--- src/design/assert_macros.svh ---
// Assertion helpers shared by the RTL.
`ifndef ASSERT_MACROS_SVH
`define ASSERT_MACROS_SVH

// Checks that an implication holds on every clock edge outside reset.
`define ASSERT_IMPL(label, clk, rst, prop, msg) \
  label: assert property (@(posedge clk) disable iff (rst) prop) else $error(msg);

// Checks an implication that also holds during reset.
`define ASSERT_ALWAYS(label, clk, prop, msg) \
  label: assert property (@(posedge clk) prop) else $error(msg);

`endif

--- src/design/pfpm_pkg.sv ---
`timescale 1ns / 1ps
`default_nettype none
package pfpm_pkg;
  localparam int FRAMES = 16;
  localparam int FIDX_W = 4;
  localparam int PIN_BITS = 8;
  localparam int PAGE_W = 31;
  localparam int MAX_RESULTS = 16;
  localparam logic [PIN_BITS-1:0] PIN_MAX = '1;

  typedef enum logic [1:0] {
    OP_PIN = 2'd0, OP_UNPIN = 2'd1, OP_DIRTY = 2'd2, OP_FLUSH = 2'd3
  } op_t;

  typedef enum logic [1:0] {
    ST_OK = 2'd0, ST_NOT_FOUND = 2'd1, ST_NO_FREE = 2'd2, ST_RSVD = 2'd3
  } status_t;

  localparam logic [1:0] REG_STRATEGY = 2'd0;
  localparam logic [1:0] REG_FRAMES = 2'd1;

  typedef struct packed {
    logic [1:0] operation;
    logic [30:0] page_number;
  } in_item_t;

  typedef struct packed {
    logic [1:0] status;
    logic [3:0] frame_index;
    logic hit;
    logic fetch_request;
    logic write_back;
    logic [30:0] write_back_page;
    logic last;
    logic [31:0] write_count;
    logic [31:0] read_count;
  } out_item_t;

  // One frame record as stored in the frame memory.
  typedef struct packed {
    logic valid;
    logic [PAGE_W-1:0] page;
    logic [PIN_BITS-1:0] pins;
    logic dirty;
    logic [31:0] stamp;
  } frame_t;
endpackage
`default_nettype wire

--- src/design/pfpm_if.sv ---
`timescale 1ns / 1ps
`default_nettype none
interface pfpm_in_if;
  logic valid;
  logic ready;
  pfpm_pkg::in_item_t data;
  modport source (output valid, output data, input ready);
  modport sink (input valid, input data, output ready);
endinterface

interface pfpm_out_if;
  logic valid;
  logic ready;
  pfpm_pkg::out_item_t data;
  modport source (output valid, output data, input ready);
  modport sink (input valid, input data, output ready);
endinterface
`default_nettype wire

--- src/design/page_frame_pool_manager_unit.sv ---
`timescale 1ns / 1ps
`default_nettype none
// Page frame pool manager.
// Input channel "req" carries operation and page_number; output channel
// "rsp" carries one result per operation, or for flush one per write-back (one
// if there is none), with last set on the final result of each operation.
// Configuration: cfg_we/cfg_index/cfg_data write strategy (index 0) and
// frames_in_use (index 1); write only while the block is idle.
// Frame records live in one 16-entry memory with a registered read port.
// Every operation walks the frames in use, one memory read per cycle except
// where flush stops at a write-back; pin, unpin and mark dirty then update at
// most one frame, while flush clears the dirty bit of each frame it writes
// back. A write-back result is held back until the next one is found so that
// last can be set, and the walk pauses while the receiver stalls.
// req.ready is high only while the block is idle and the result register is
// empty. Reset (synchronous, rst high) clears every frame record through a
// sweep of all 16 frames before the first transaction is taken.
module page_frame_pool_manager_unit (
  input wire logic clk,
  input wire logic rst,
  pfpm_in_if.sink req,
  pfpm_out_if.source rsp,
  input wire logic cfg_we,
  input wire logic [1:0] cfg_index,
  input wire logic [4:0] cfg_data
);
  import pfpm_pkg::*;

  typedef enum logic [3:0] {
    S_CLEAR, S_IDLE, S_SCAN, S_DECIDE, S_VREAD, S_VWAIT, S_WRITE, S_FEMIT,
    S_FDONE
  } state_t;

  state_t state;
  logic strategy;
  logic [4:0] frames_in_use;
  logic [31:0] stamp_counter, writes_done, reads_done;
  logic [FIDX_W-1:0] fifo_pointer;

  frame_t mem [FRAMES];
  logic mem_we;
  logic [FIDX_W-1:0] mem_waddr, mem_raddr;
  frame_t mem_wdata, rd;

  logic [1:0] op;
  logic [PAGE_W-1:0] page;
  logic [4:0] n, idx;
  logic [4:0] ridx;
  logic hit_f, empty_f, vic_f;
  logic [FIDX_W-1:0] hit_i, empty_i, vic_i, fvic_i, wr_i;
  logic fvic_f;
  logic [31:0] vic_stamp;
  frame_t wr_rec;
  logic out_valid;
  out_item_t out_data;
  logic out_free, femit_go, out_load;
  out_item_t out_next, held, held_rec;
  logic held_f;
  logic [FIDX_W-1:0] victim;
  logic [7:0] fp0, fp1, fp2, fp3, fp4;
  logic [4:0] fifo_p, dist_r, dist_v;

  always_ff @(posedge clk) begin
    if (mem_we) mem[mem_waddr] <= mem_wdata;
    rd <= mem[mem_raddr];
  end

  always_comb begin
    n = frames_in_use;
    if (n == 5'd0) n = 5'd1;
    if (n > 5'(FRAMES)) n = 5'(FRAMES);
  end

  // FIFO pointer reduced modulo n by restoring subtraction, then the distance
  // of ridx and of the current FIFO candidate from it, for wrapped order.
  always_comb begin
    fp0 = 8'(fifo_pointer);
    fp1 = (fp0 >= {n, 3'b000}) ? fp0 - {n, 3'b000} : fp0;
    fp2 = (fp1 >= {1'b0, n, 2'b00}) ? fp1 - {1'b0, n, 2'b00} : fp1;
    fp3 = (fp2 >= {2'b00, n, 1'b0}) ? fp2 - {2'b00, n, 1'b0} : fp2;
    fp4 = (fp3 >= {3'b000, n}) ? fp3 - {3'b000, n} : fp3;
    fifo_p = fp4[4:0];
    dist_r = (ridx >= fifo_p) ? ridx - fifo_p : ridx + n - fifo_p;
    dist_v = (5'(fvic_i) >= fifo_p) ? 5'(fvic_i) - fifo_p : 5'(fvic_i) + n - fifo_p;
  end

  assign req.ready = (state == S_IDLE) && !out_valid;
  assign rsp.valid = out_valid;
  assign rsp.data = out_data;

  assign out_free = !out_valid || rsp.ready;
  assign femit_go = (state == S_FEMIT) && (!held_f || out_free);
  assign victim = empty_f ? empty_i : (strategy ? vic_i : fvic_i);

  // Frame 0 is read while idle so that the walk starts right after acceptance.
  always_comb begin
    mem_raddr = idx[FIDX_W-1:0];
    if (state == S_IDLE) mem_raddr = '0;
    else if (state == S_VREAD) mem_raddr = vic_i;
  end

  // Every write lands before the next read of the same frame is issued.
  always_comb begin
    mem_we = 1'b0;
    mem_waddr = vic_i;
    mem_wdata = rd;
    if (state == S_CLEAR) begin
      mem_we = 1'b1;
      mem_waddr = idx[FIDX_W-1:0];
      mem_wdata = '0;
    end else if (femit_go) begin
      mem_we = 1'b1;
      mem_waddr = wr_i;
      mem_wdata = wr_rec;
      mem_wdata.dirty = 1'b0;
    end else if (state == S_WRITE) begin
      mem_we = 1'b1;
      if (op == OP_UNPIN) begin
        if (rd.pins != '0) mem_wdata.pins = rd.pins - PIN_BITS'(1);
      end else if (op == OP_DIRTY) begin
        mem_wdata.dirty = 1'b1;
      end else if (hit_f) begin
        if (rd.pins != PIN_MAX) mem_wdata.pins = rd.pins + PIN_BITS'(1);
        mem_wdata.stamp = stamp_counter + 32'd1;
      end else begin
        mem_wdata.valid = 1'b1;
        mem_wdata.page = page;
        mem_wdata.pins = PIN_BITS'(1);
        mem_wdata.dirty = 1'b0;
        mem_wdata.stamp = stamp_counter + 32'd1;
      end
    end
  end

  always_comb begin
    held_rec = '0;
    held_rec.frame_index = wr_i;
    held_rec.write_back = 1'b1;
    held_rec.write_back_page = wr_rec.page;
    held_rec.write_count = writes_done + 32'd1;
    held_rec.read_count = reads_done;
  end

  always_comb begin
    out_load = 1'b0;
    out_next = '0;
    out_next.last = 1'b1;
    out_next.write_count = writes_done;
    out_next.read_count = reads_done;
    unique case (state)
      S_FEMIT: begin
        if (femit_go && held_f) begin
          out_load = 1'b1;
          out_next = held;
        end
      end
      S_FDONE: begin
        if (out_free) begin
          out_load = 1'b1;
          if (held_f) begin
            out_next = held;
            out_next.last = 1'b1;
          end
        end
      end
      S_DECIDE: begin
        if (op != OP_PIN) begin
          out_load = 1'b1;
          if (hit_f) out_next.frame_index = hit_i;
          else out_next.status = ST_NOT_FOUND;
        end else if (!(hit_f || empty_f || vic_f)) begin
          out_load = 1'b1;
          out_next.status = ST_NO_FREE;
        end
      end
      S_WRITE: begin
        if (op == OP_PIN) begin
          out_load = 1'b1;
          out_next.frame_index = vic_i;
          if (hit_f) out_next.hit = 1'b1;
          else begin
            out_next.fetch_request = 1'b1;
            out_next.read_count = reads_done + 32'd1;
            if (!empty_f && rd.dirty) begin
              out_next.write_back = 1'b1;
              out_next.write_back_page = rd.page;
              out_next.write_count = writes_done + 32'd1;
            end
          end
        end
      end
      default: out_load = 1'b0;
    endcase
  end

  always_ff @(posedge clk) begin
    if (rst) out_valid <= 1'b0;
    else if (out_load) begin
      out_valid <= 1'b1;
      out_data <= out_next;
    end else if (rsp.ready) out_valid <= 1'b0;
  end

  always_ff @(posedge clk) begin
    if (rst) begin
      state <= S_CLEAR;
      idx <= '0;
      strategy <= 1'b0;
      frames_in_use <= 5'd16;
      stamp_counter <= '0;
      writes_done <= '0;
      reads_done <= '0;
      fifo_pointer <= '0;
      held_f <= 1'b0;
    end else begin
      if (cfg_we) begin
        if (cfg_index == REG_STRATEGY) strategy <= cfg_data[0];
        else if (cfg_index == REG_FRAMES) frames_in_use <= cfg_data;
      end
      unique case (state)
        S_CLEAR: begin
          if (idx == 5'(FRAMES - 1)) begin
            idx <= '0;
            state <= S_IDLE;
          end else idx <= idx + 5'd1;
        end
        S_IDLE: begin
          if (req.valid && req.ready) begin
            op <= req.data.operation;
            page <= req.data.page_number;
            idx <= 5'd1;
            ridx <= '0;
            hit_f <= 1'b0; empty_f <= 1'b0; vic_f <= 1'b0; fvic_f <= 1'b0;
            held_f <= 1'b0;
            state <= S_SCAN;
          end
        end
        S_SCAN: begin
          // rd holds frame ridx (read issued in the previous cycle).
          if (op == OP_FLUSH) begin
            if (rd.valid && rd.pins == '0 && rd.dirty) begin
              wr_rec <= rd;
              wr_i <= ridx[FIDX_W-1:0];
              state <= S_FEMIT;
            end else if (ridx + 5'd1 >= n) state <= S_FDONE;
            else begin
              ridx <= ridx + 5'd1;
              idx <= idx + 5'd1;
            end
          end else begin
            if (!hit_f && rd.valid && rd.page == page) begin
              hit_f <= 1'b1; hit_i <= ridx[FIDX_W-1:0];
            end
            if (!empty_f && !rd.valid) begin
              empty_f <= 1'b1; empty_i <= ridx[FIDX_W-1:0];
            end
            if (rd.pins == '0) begin
              if (!vic_f || rd.stamp < vic_stamp) begin
                vic_f <= 1'b1; vic_i <= ridx[FIDX_W-1:0]; vic_stamp <= rd.stamp;
              end
              if (!fvic_f || dist_r < dist_v) begin
                fvic_f <= 1'b1; fvic_i <= ridx[FIDX_W-1:0];
              end
            end
            if (ridx + 5'd1 >= n) state <= S_DECIDE;
            else begin
              ridx <= ridx + 5'd1;
              idx <= idx + 5'd1;
            end
          end
        end
        S_FEMIT: begin
          if (femit_go) begin
            writes_done <= writes_done + 32'd1;
            held <= held_rec;
            held_f <= 1'b1;
            if (5'(wr_i) + 5'd1 >= n) begin
              state <= S_FDONE;
            end else begin
              // Re-read the next frame; the write above lands first.
              ridx <= 5'(wr_i) + 5'd1;
              idx <= 5'(wr_i) + 5'd1;
              state <= S_VWAIT;
            end
          end
        end
        S_VWAIT: begin
          // Waits here while the memory read of the next flush frame is issued.
          idx <= idx + 5'd1;
          state <= S_SCAN;
        end
        S_FDONE: begin
          if (out_free) begin
            held_f <= 1'b0;
            state <= S_IDLE;
          end
        end
        S_DECIDE: begin
          if (op != OP_PIN) state <= hit_f ? S_VREAD : S_IDLE;
          else if (hit_f || empty_f || vic_f) state <= S_VREAD;
          else state <= S_IDLE;
          vic_i <= hit_f ? hit_i : victim;
        end
        // The hit or victim frame is re-read for its full record.
        S_VREAD: state <= S_WRITE;
        S_WRITE: begin
          if (op == OP_PIN) begin
            stamp_counter <= stamp_counter + 32'd1;
            if (!hit_f) begin
              reads_done <= reads_done + 32'd1;
              if (!empty_f && !strategy)
                fifo_pointer <= (5'(vic_i) + 5'd1 >= n) ? '0 : vic_i + 4'd1;
              if (!empty_f && rd.dirty) writes_done <= writes_done + 32'd1;
            end
          end
          state <= S_IDLE;
        end
        default: state <= S_IDLE;
      endcase
    end
  end

  `include "assert_macros.svh"
  `ASSERT_IMPL(a_ready_idle, clk, rst, req.ready |-> state == S_IDLE, "ready outside idle")
  `ASSERT_IMPL(a_out_hold, clk, rst, (rsp.valid && !rsp.ready) |=> rsp.valid, "result dropped")
  `ASSERT_ALWAYS(a_reset_clear, clk, rst |=> state == S_CLEAR && !rsp.valid, "reset state")
endmodule
`default_nettype wire
--- src/flat_wrapper.sv ---
// flat-port wrapper written by rule: the top's interface ports become plain ports
module page_frame_pool_manager_unit_flat import pfpm_pkg::*;
  (clk, rst, cfg_we, cfg_index, cfg_data, req_valid, req_data, req_ready, rsp_valid, rsp_data, rsp_ready);
  pfpm_in_if req_i ();
  pfpm_out_if rsp_i ();
  input wire logic clk;
  input wire logic rst;
  input wire logic cfg_we;
  input wire logic [1:0] cfg_index;
  input wire logic [4:0] cfg_data;
  input wire logic [$bits(req_i.valid)-1:0] req_valid;
  input wire logic [$bits(req_i.data)-1:0] req_data;
  output wire logic [$bits(req_i.ready)-1:0] req_ready;
  output wire logic [$bits(rsp_i.valid)-1:0] rsp_valid;
  output wire logic [$bits(rsp_i.data)-1:0] rsp_data;
  input wire logic [$bits(rsp_i.ready)-1:0] rsp_ready;
  assign req_i.valid = req_valid;
  assign req_i.data = req_data;
  assign req_ready = req_i.ready;
  assign rsp_valid = rsp_i.valid;
  assign rsp_data = rsp_i.data;
  assign rsp_i.ready = rsp_ready;
  page_frame_pool_manager_unit u_core (.clk(clk), .rst(rst), .req(req_i), .rsp(rsp_i), .cfg_we(cfg_we), .cfg_index(cfg_index), .cfg_data(cfg_data));
endmodule
--- config.mk ---
export PLATFORM = sky130hd
export DESIGN_NAME = page_frame_pool_manager_unit_flat
export DESIGN_NICKNAME = d
export VERILOG_FILES = /design/src/design/pfpm_pkg.sv /design/src/design/pfpm_if.sv /design/src/design/page_frame_pool_manager_unit.sv /design/src/flat_wrapper.sv
export VERILOG_INCLUDE_DIRS = /design/src /design/src/design
export SDC_FILE = /design/constraint.sdc
export NUM_CORES = 2
export LEC_CHECK = 0
export ABC_AREA = 1
export BUFFER_PORTS_ARGS = -buffer_cell sky130_fd_sc_hd__buf_2
export CAP_MARGIN = 10
export CORE_MARGIN = 2
export CORE_UTILIZATION = 47
export CTS_CLUSTER_SIZE = 20
export DETAILED_ROUTE_END_ITERATION = 6
export PLACE_DENSITY = 0.65
export SETUP_SLACK_MARGIN = 0.4
export SYNTH_ARGS = -nofsm -noshare
export SYNTH_HDL_FRONTEND = slang
export SYNTH_SLANG_ARGS = --single-unit
--- constraint.sdc ---
create_clock -name clk -period 8.5 [get_ports clk]
set_clock_uncertainty 0.1 [all_clocks]
set_input_delay 2.55 -clock clk [delete_from_list [all_inputs] [get_ports clk]]
set_output_delay 2.55 -clock clk [all_outputs]
set_load 0.05 [all_outputs]
Word-level counts from Yosys, hierarchy flattened
Memories as Yosys holds them, arrays and structs flattened. A register that Yosys moved wholly into a read port is not among the register bits.
Cells that the tools add are included.
Word-level totals
  register bits after elaboration: 487
  bits in writable memories: 1168
  input port bits: 45
  output and inout bits: 107
  memories: 1
Memory list
  u_core.mem: words 16, bits a word 73, read ports 1, clocked after memory_dff 1, wr ports 1, RTL line page_frame_pool_manager_unit.sv:40  | frame_t mem [FRAMES];
Cells by class
  add/sub/neg operators: 20
  $lt $le $gt $ge: 12
  equality and inequality tests: 32
  mux-type cells: 115
  bitwise logic cells: 4
  reductions and logical operators: 62
Operators by type and width (count)
  2-to-1 mux 32 bit: 8
  2-to-1 mux 73 bit: 3
  2-to-1 mux 103 bit: 2
  one-hot mux 64 bit (3 select lines): 1
  2-to-1 mux 64 bit: 2
  2-to-1 mux 105 bit: 1
  one-hot mux 34 bit (3 select lines): 1
  adder 32 x 1 -> 32 bit (second input constant): 3
  2-to-1 mux 4 bit: 23
  2-to-1 mux 5 bit: 16
  2-to-1 mux 33 bit: 2
  one-hot mux 32 bit (2 select lines): 1
  2-to-1 mux 8 bit: 7
  2-to-1 mux 40 bit: 1
  2-to-1 mux 38 bit: 1
  less-than comparator 32 bit: 1
  one-hot mux 4 bit (8 select lines): 1
  == test 31 bit: 1
  AND reduction 6 bit: 5
  2-to-1 mux 1 bit: 29
  one-hot mux 5 bit (5 select lines): 1
  AND reduction 5 bit: 5
  AND reduction 4 bit: 6
  greater-or-equal comparator 5 bit: 4
  55 further kinds: 120

Logic depth before layout (Yosys ltp)
  depth in word-level cells: 20
  mapped depth: 63

Worst setup path before layout
Ideal clock, no wire load.
  path kind: input port to flip-flop
  start point: in rst
  end point: reg u_core.wr_rec, in the netlist u_core.held_rec[65] (enable)
  library setup time: 604 ps
  data arrival time: 8122 ps
  data required time: 7796 ps
  path slack: -325 ps
  cell stages on the path: 3
  cells stage by stage: clkbuf_1 > clkbuf_1 > nor3_1
Between the ends
  word-level cells in the longest chain between the ends: 2
RTL lines
  start, declared: RTL line flat_wrapper.sv:7  | input wire logic rst;
  NOT 1 bit (no line)
  AND reduction 4 bit (no line)
  end signal, assigned: RTL line page_frame_pool_manager_unit.sv:242  | wr_rec <= rd;
  end, declared: RTL line page_frame_pool_manager_unit.sv:53  | frame_t wr_rec;
No other way between the ends.
A chain may end at the register's enable or synchronous reset.

Worst setup path in the final report
  start point: reg u_core.frames_in_use[3]
  end point: reg u_core.fvic_i[1] (enable)
Between the ends
  word-level cells in the longest chain between the ends: 17
  elaborated cells between the ends (all ways): 29
RTL lines
  start, declared: RTL line page_frame_pool_manager_unit.sv:36  | logic [4:0] frames_in_use;
  start signal, assigned: RTL line page_frame_pool_manager_unit.sv:218  | else if (cfg_index == REG_FRAMES) frames_in_use <= cfg_data;
  logical NOT 5 bit: RTL line page_frame_pool_manager_unit.sv:70  | if (n == 5'd0) n = 5'd1;
  2-to-1 mux 5 bit *: RTL line page_frame_pool_manager_unit.sv:70
  > comparator 5 bit: RTL line page_frame_pool_manager_unit.sv:71  | if (n > 5'(FRAMES)) n = 5'(FRAMES);
  2-to-1 mux 5 bit *: RTL line page_frame_pool_manager_unit.sv:71
  subtractor 4 x 8 -> 8 bit or greater-or-equal comparator 4 x 8 -> 1 bit (tied branches): RTL line page_frame_pool_manager_unit.sv:78  | fp1 = (fp0 >= {n, 3'b000}) ? fp0 - {n, 3'b000} : fp0;
  2-to-1 mux 8 bit: RTL line page_frame_pool_manager_unit.sv:78
  subtractor 8 x 7 -> 8 bit or greater-or-equal comparator 8 x 7 -> 1 bit (tied branches): RTL line page_frame_pool_manager_unit.sv:79  | fp2 = (fp1 >= {1'b0, n, 2'b00}) ? fp1 - {1'b0, n, 2'b00} : fp1;
  2-to-1 mux 8 bit: RTL line page_frame_pool_manager_unit.sv:79
  subtractor 8 x 6 -> 8 bit or greater-or-equal comparator 8 x 6 -> 1 bit (tied branches): RTL line page_frame_pool_manager_unit.sv:80  | fp3 = (fp2 >= {2'b00, n, 1'b0}) ? fp2 - {2'b00, n, 1'b0} : fp2;
  2-to-1 mux 8 bit: RTL line page_frame_pool_manager_unit.sv:80
  greater-or-equal comparator 8 x 5 -> 1 bit or subtractor 5 bit (tied branches): RTL line page_frame_pool_manager_unit.sv:81  | fp4 = (fp3 >= {3'b000, n}) ? fp3 - {3'b000, n} : fp3;
  2-to-1 mux 5 bit: RTL line page_frame_pool_manager_unit.sv:81
  subtractor 5 bit (tied with other cells): RTL line page_frame_pool_manager_unit.sv:83  | dist_r = (ridx >= fifo_p) ? ridx - fifo_p : ridx + n - fifo_p;
  2-to-1 mux 5 bit (on tied branches): RTL line page_frame_pool_manager_unit.sv:83, page_frame_pool_manager_unit.sv:84
  less-than comparator 5 bit *: RTL line page_frame_pool_manager_unit.sv:261  | if (!fvic_f || dist_r < dist_v) begin
  logical OR 1 bit *: RTL line page_frame_pool_manager_unit.sv:261
  AND reduction 5 bit (no line) *
  end signal, assigned: RTL line page_frame_pool_manager_unit.sv:262  | fvic_f <= 1'b1; fvic_i <= ridx[FIDX_W-1:0];
  end, declared: RTL line page_frame_pool_manager_unit.sv:50  | logic [FIDX_W-1:0] hit_i, empty_i, vic_i, fvic_i, wr_i;
Mark *: on every way between the ends. The rest lies on a longest branch, timed or not.

==> results.md <==
- The most common cell after layout, fill and taps aside is sky130_fd_sc_hd__edfxtp_1.
- The most critical setup path has its startpoint at u_core.frames_in_use[3]$_SDFFE_PP0P_.
- The initial utilization of the core area, before any placement, comes to 47.4%.
- The maximum level of the CTS H-tree is 4.
- The first detailed-routing pass took 5 iterations.
- Counting every net in the synthesized netlist gives 6481.
- The largest area contributor in the synthesized netlist is sky130_fd_sc_hd__edfxtp_1.
- In this run the core area contains 145 standard-cell rows.
- The transition time at the pin with the least slew margin is 1.17 ns.
- The core region area is 156000 um2.
- The mean cell area of the mapped netlist is 11.7 um2.
- In this run the critical register-to-register path is launched from u_core.frames_in_use[3]$_SDFFE_PP0P_.
- The final routed wire length divided by cell count is 20.7 um.
- The latest clock arrival within the worst-skew pair is 0.81 ns.
- From left edge to right edge, the die measures 401 um.
- On the worst path, the slowest cell contributes a delay of 0.34 ns.
- The most used cell along the critical path is sky130_fd_sc_hd__nand2_2.
- The Yosys step of the flow raised 0 warnings.
- The final clock period utilization by the worst path is 95.4%.
- The power density over the cells is 228 nW/um2.
- The startpoint of the most critical hold path is u_core.rd[49]$_DFF_P_.
- The via count of the first global-routing pass came to 46508.
- The xor and xnor area share after synthesis is 1.03%.
- Data on the critical path is required at its endpoint by 8.90 ns.
- TritonCTS built the clock tree.
- For this run, design rule violations remaining after detail routing come to 0.
- The worst ir drop on vdd is 0.000228 V.
- TritonCTS created 174 clock buffers.
- The count of final hold-check violations is 0.
- The top cell types in the final layout, fill and taps aside, are sky130_fd_sc_hd__edfxtp_1 (1538), sky130_fd_sc_hd__o21ai_0 (930), sky130_fd_sc_hd__inv_1 (784), sky130_fd_sc_hd__nand2_1 (749), sky130_fd_sc_hd__a21oi_1 (432).
- Port buffering added 151 buffers.
- The simple-gate share of the synthesized area is 7.56%.
- The buffering stage count on the worst path with inverters included is 12.
- In this run, the number of DRC markers left after iteration 0 of detailed routing was 4918.
- The count of state elements after synthesis is 1728.
- Detailed placement finished with a half-perimeter wire length of 103000 um.
- The number of antenna violations at the first check in global routing is 1.
- The first global-routing pass estimated 278000 um of wire.
- The flow ran to the end, and the final reports show no timing, DRC or antenna violations.
- STA puts the critical path data arrival time at 8.50 ns.
- The area occupied by registers is 50000 um2.
- Of the cells placed in the final design, the portion with a size suffix greater than 1 is 13.1%.
- Dividing the detail-routed via count by the number of cells gives 5.56.
- Setup violations remaining at the end of the flow were counted as 0.
- The synthesized-area fraction occupied by ao, oa, aoi and oai cells is 14.2%.
- STA classifies the critical path startpoint as a flip-flop.
- The layout overhead on the synthesized area is 14.4%.
- After detailed placement, the design holds a cell count of 8403.
- The tool flagged a number of max-cap violations equal to 0.
- The final critical-path required period is 8.10 ns.
- For this design the top-level I/O count stands at 152.
- The highest clock frequency the design can meet is 0.123 GHz.
- The die boundary height is 401 um.
- Of all nets on the critical path, the largest fanout is 4.
- Summed over its instances, the top area cell type makes up 62.3% of the synthesized netlist area.
- The count of nets left with antenna violations once routing finished came out at 0.
- On the critical path, the stage with the largest delay is an instance of sky130_fd_sc_hd__dfxtp_2.
- Summing all multi-input logic gate instances after layout gives 20600 um2.
- The cell leakage power is 31.5 nW.
- The count of non-filler cells in the finished layout is 8775.
- Counting the fill cells in the layout gives 13002.
- By area, the combinational part of the netlist is dominated by compound AO/OA/AOI/OAI gates.
- After the last flow step, the layout net total stands at 6712.
- The buffer type at the clock tree root is sky130_fd_sc_hd__clkbuf_16.
- The global route total overflow is 0.
- The tightest min-delay check is of the reg2reg type.
- The synthesized netlist devotes 1.79% of its cell area to adder and majority cells.
- Yosys attributes the largest share of cell area to sky130_fd_sc_hd__edfxtp_1 (62%), sky130_fd_sc_hd__o21ai_0 (6.3%), sky130_fd_sc_hd__dfxtp_1 (5.1%), sky130_fd_sc_hd__inv_1 (4.0%), sky130_fd_sc_hd__nand2_1 (3.9%).
- The critical path in this run is classified as reg2reg.
- Detailed routing inserted a total of 48753 vias.
- The mux cell area share after synthesis is 2.01%.
- The tree built by TritonCTS fans out to 1728 sinks.
- Counting flops with an async set or reset pin after synthesis yields a share of 0%.
- The clock transition time at the flip-flop clock pins of the worst setup and hold paths is 0.06 ns.
- The final-report max-slew violation count is 0.
- The worst hold margin is 0.332 ns.
- Synthesis instantiated 71 different standard cells from the library.
- The number of flops mapped to enable cells by yosys is 1538.
- Measured against its own limit, the worst slew margin works out to 21.6%.
- The kind of end point of the critical path is a flip-flop.
- The buffer levels on the longest clock path is 3.
- The die covers 161000 um2.
- In this run the cell area of the synthesized design comes to 74100 um2.
- The maximum number of pins on one net before global-route repair is 244.
- Global routing used 22.2% of the available tracks.
- Setup repair after global routing could not meet its margin everywhere.
- Of the synthesized area, sequential elements account for 67.5%.
- The flip-flop cell with the highest count after synthesis is sky130_fd_sc_hd__edfxtp_1.
- After technology mapping, the gate count stands at 6333.
- Among cell families on the critical path, the largest total delay comes from simple AND/OR/NAND/NOR gates.
- Routability-driven placement finished with a final weighted congestion of 0.867.
- The final routed wirelength across all metal layers is 181000 um.
## Yosys cell counts (all sizes together) (22+ instances only)
cell and n:
xnor2 27, a22oi 41, a21oi 444, o21ai 967
dfxtp 190, clkbuf 290, nand2 798, nor4 22
inv 819, edfxtp 1538, o221ai 157, buf 42
ha 98, xor2 60, o211ai 110, nand4 38
mux2i 148, nand3 106, nor2 242, nor3 45
## state kept, by name (all words and copies together) (netlist names), 5 cells and up
register / flops
u_core.mem: 1168
u_core.wr_rec: 41
u_core.ridx: 5
u_core.stamp_counter: 32
u_core.held: 99
u_core.writes_done: 32
u_core.frames_in_use: 5
u_core.rd: 73
u_core.rsp.data: 105
u_core.page: 31
u_core.idx: 5
u_core.held_rec: 31
u_core.reads_done: 32
u_core.vic_stamp: 32
## metrics by stage
stage          setup slack (ns)  cell area, um2  setup TNS [ns]  power, mW  util [%]
6_report                  0.395           84800               0       19.3      54.2
3_5_place_dp             -0.166           78200          -0.757       11.6      50.0
4_1_cts                   0.389           84500               0       19.3      54.0
3_3_place_gp             -0.158           78200          -0.759       11.6      50.0
5_1_grt                 -0.0765           84800          -0.333       20.0      54.2
2_1_floorplan             0.430           74200               0       11.0         -
## power breakdown
group | switching [mW] | internal, mW | leakage [nW]
registers | 0.173 | 9.40 | 15.6
logic | 1.30 | 0.864 | 13.1
clock network | 3.26 | 4.34 | 2.77
total | 4.73 | 14.6 | 31.5
## per-layer routing
layer	global-route usage (%)	part of all wire [%]
met5	0	0.0039
met3	3.20	6.5
met1	31.1	44
met2	36.3	48
met4	5.98	2.3
## path summary, 6_finish.rpt
path / depth (start not counted) / end / slack (ns)
max reg2reg: 57 / u_core.fvic_i[1]$_DFFE_PP_ / 0.40
min: 0 / u_core.held_rec[73]$_DFFE_PP_ / 0.33
min reg2reg: 0 / u_core.held_rec[73]$_DFFE_PP_ / 0.33
max: 57 / u_core.fvic_i[1]$_DFFE_PP_ / 0.40
## repair_timing
| action | in CTS | in global routing |
|---|---|---|
| pin swaps | 54 | 51 |
| endpoints found under the setup margin | 5 | 5 |
| gates resized for setup | 79 | 42 |
| hold buffers | 0 | 0 |
| setup buffers | 32 | 9 |
## logic make-up after synthesis
family	after synthesis
AO/OA/AOI/OAI	1837
flip-flops	1728
AND/OR/NAND/NOR	1275
buffers and inverters	1154
multiplexers	149
adder cells (fa/ha/maj)	103
XOR/XNOR	87
## cell type report
| type | instances | share of cell area, % |
|---|---|---|
| diodes | 1 | 0.00295 |
| clock buffers | 259 | 5.84 |
| clock inverters | 69 | 0.896 |
| inverters | 822 | 3.65 |
| multi-input cells | 3451 | 24.3 |
| flip-flops and latches | 1728 | 59.0 |
| well taps | 2058 | 3.04 |
| repair buffers | 387 | 3.27 |
Note: power is estimated with default switching activity, not from simulation.
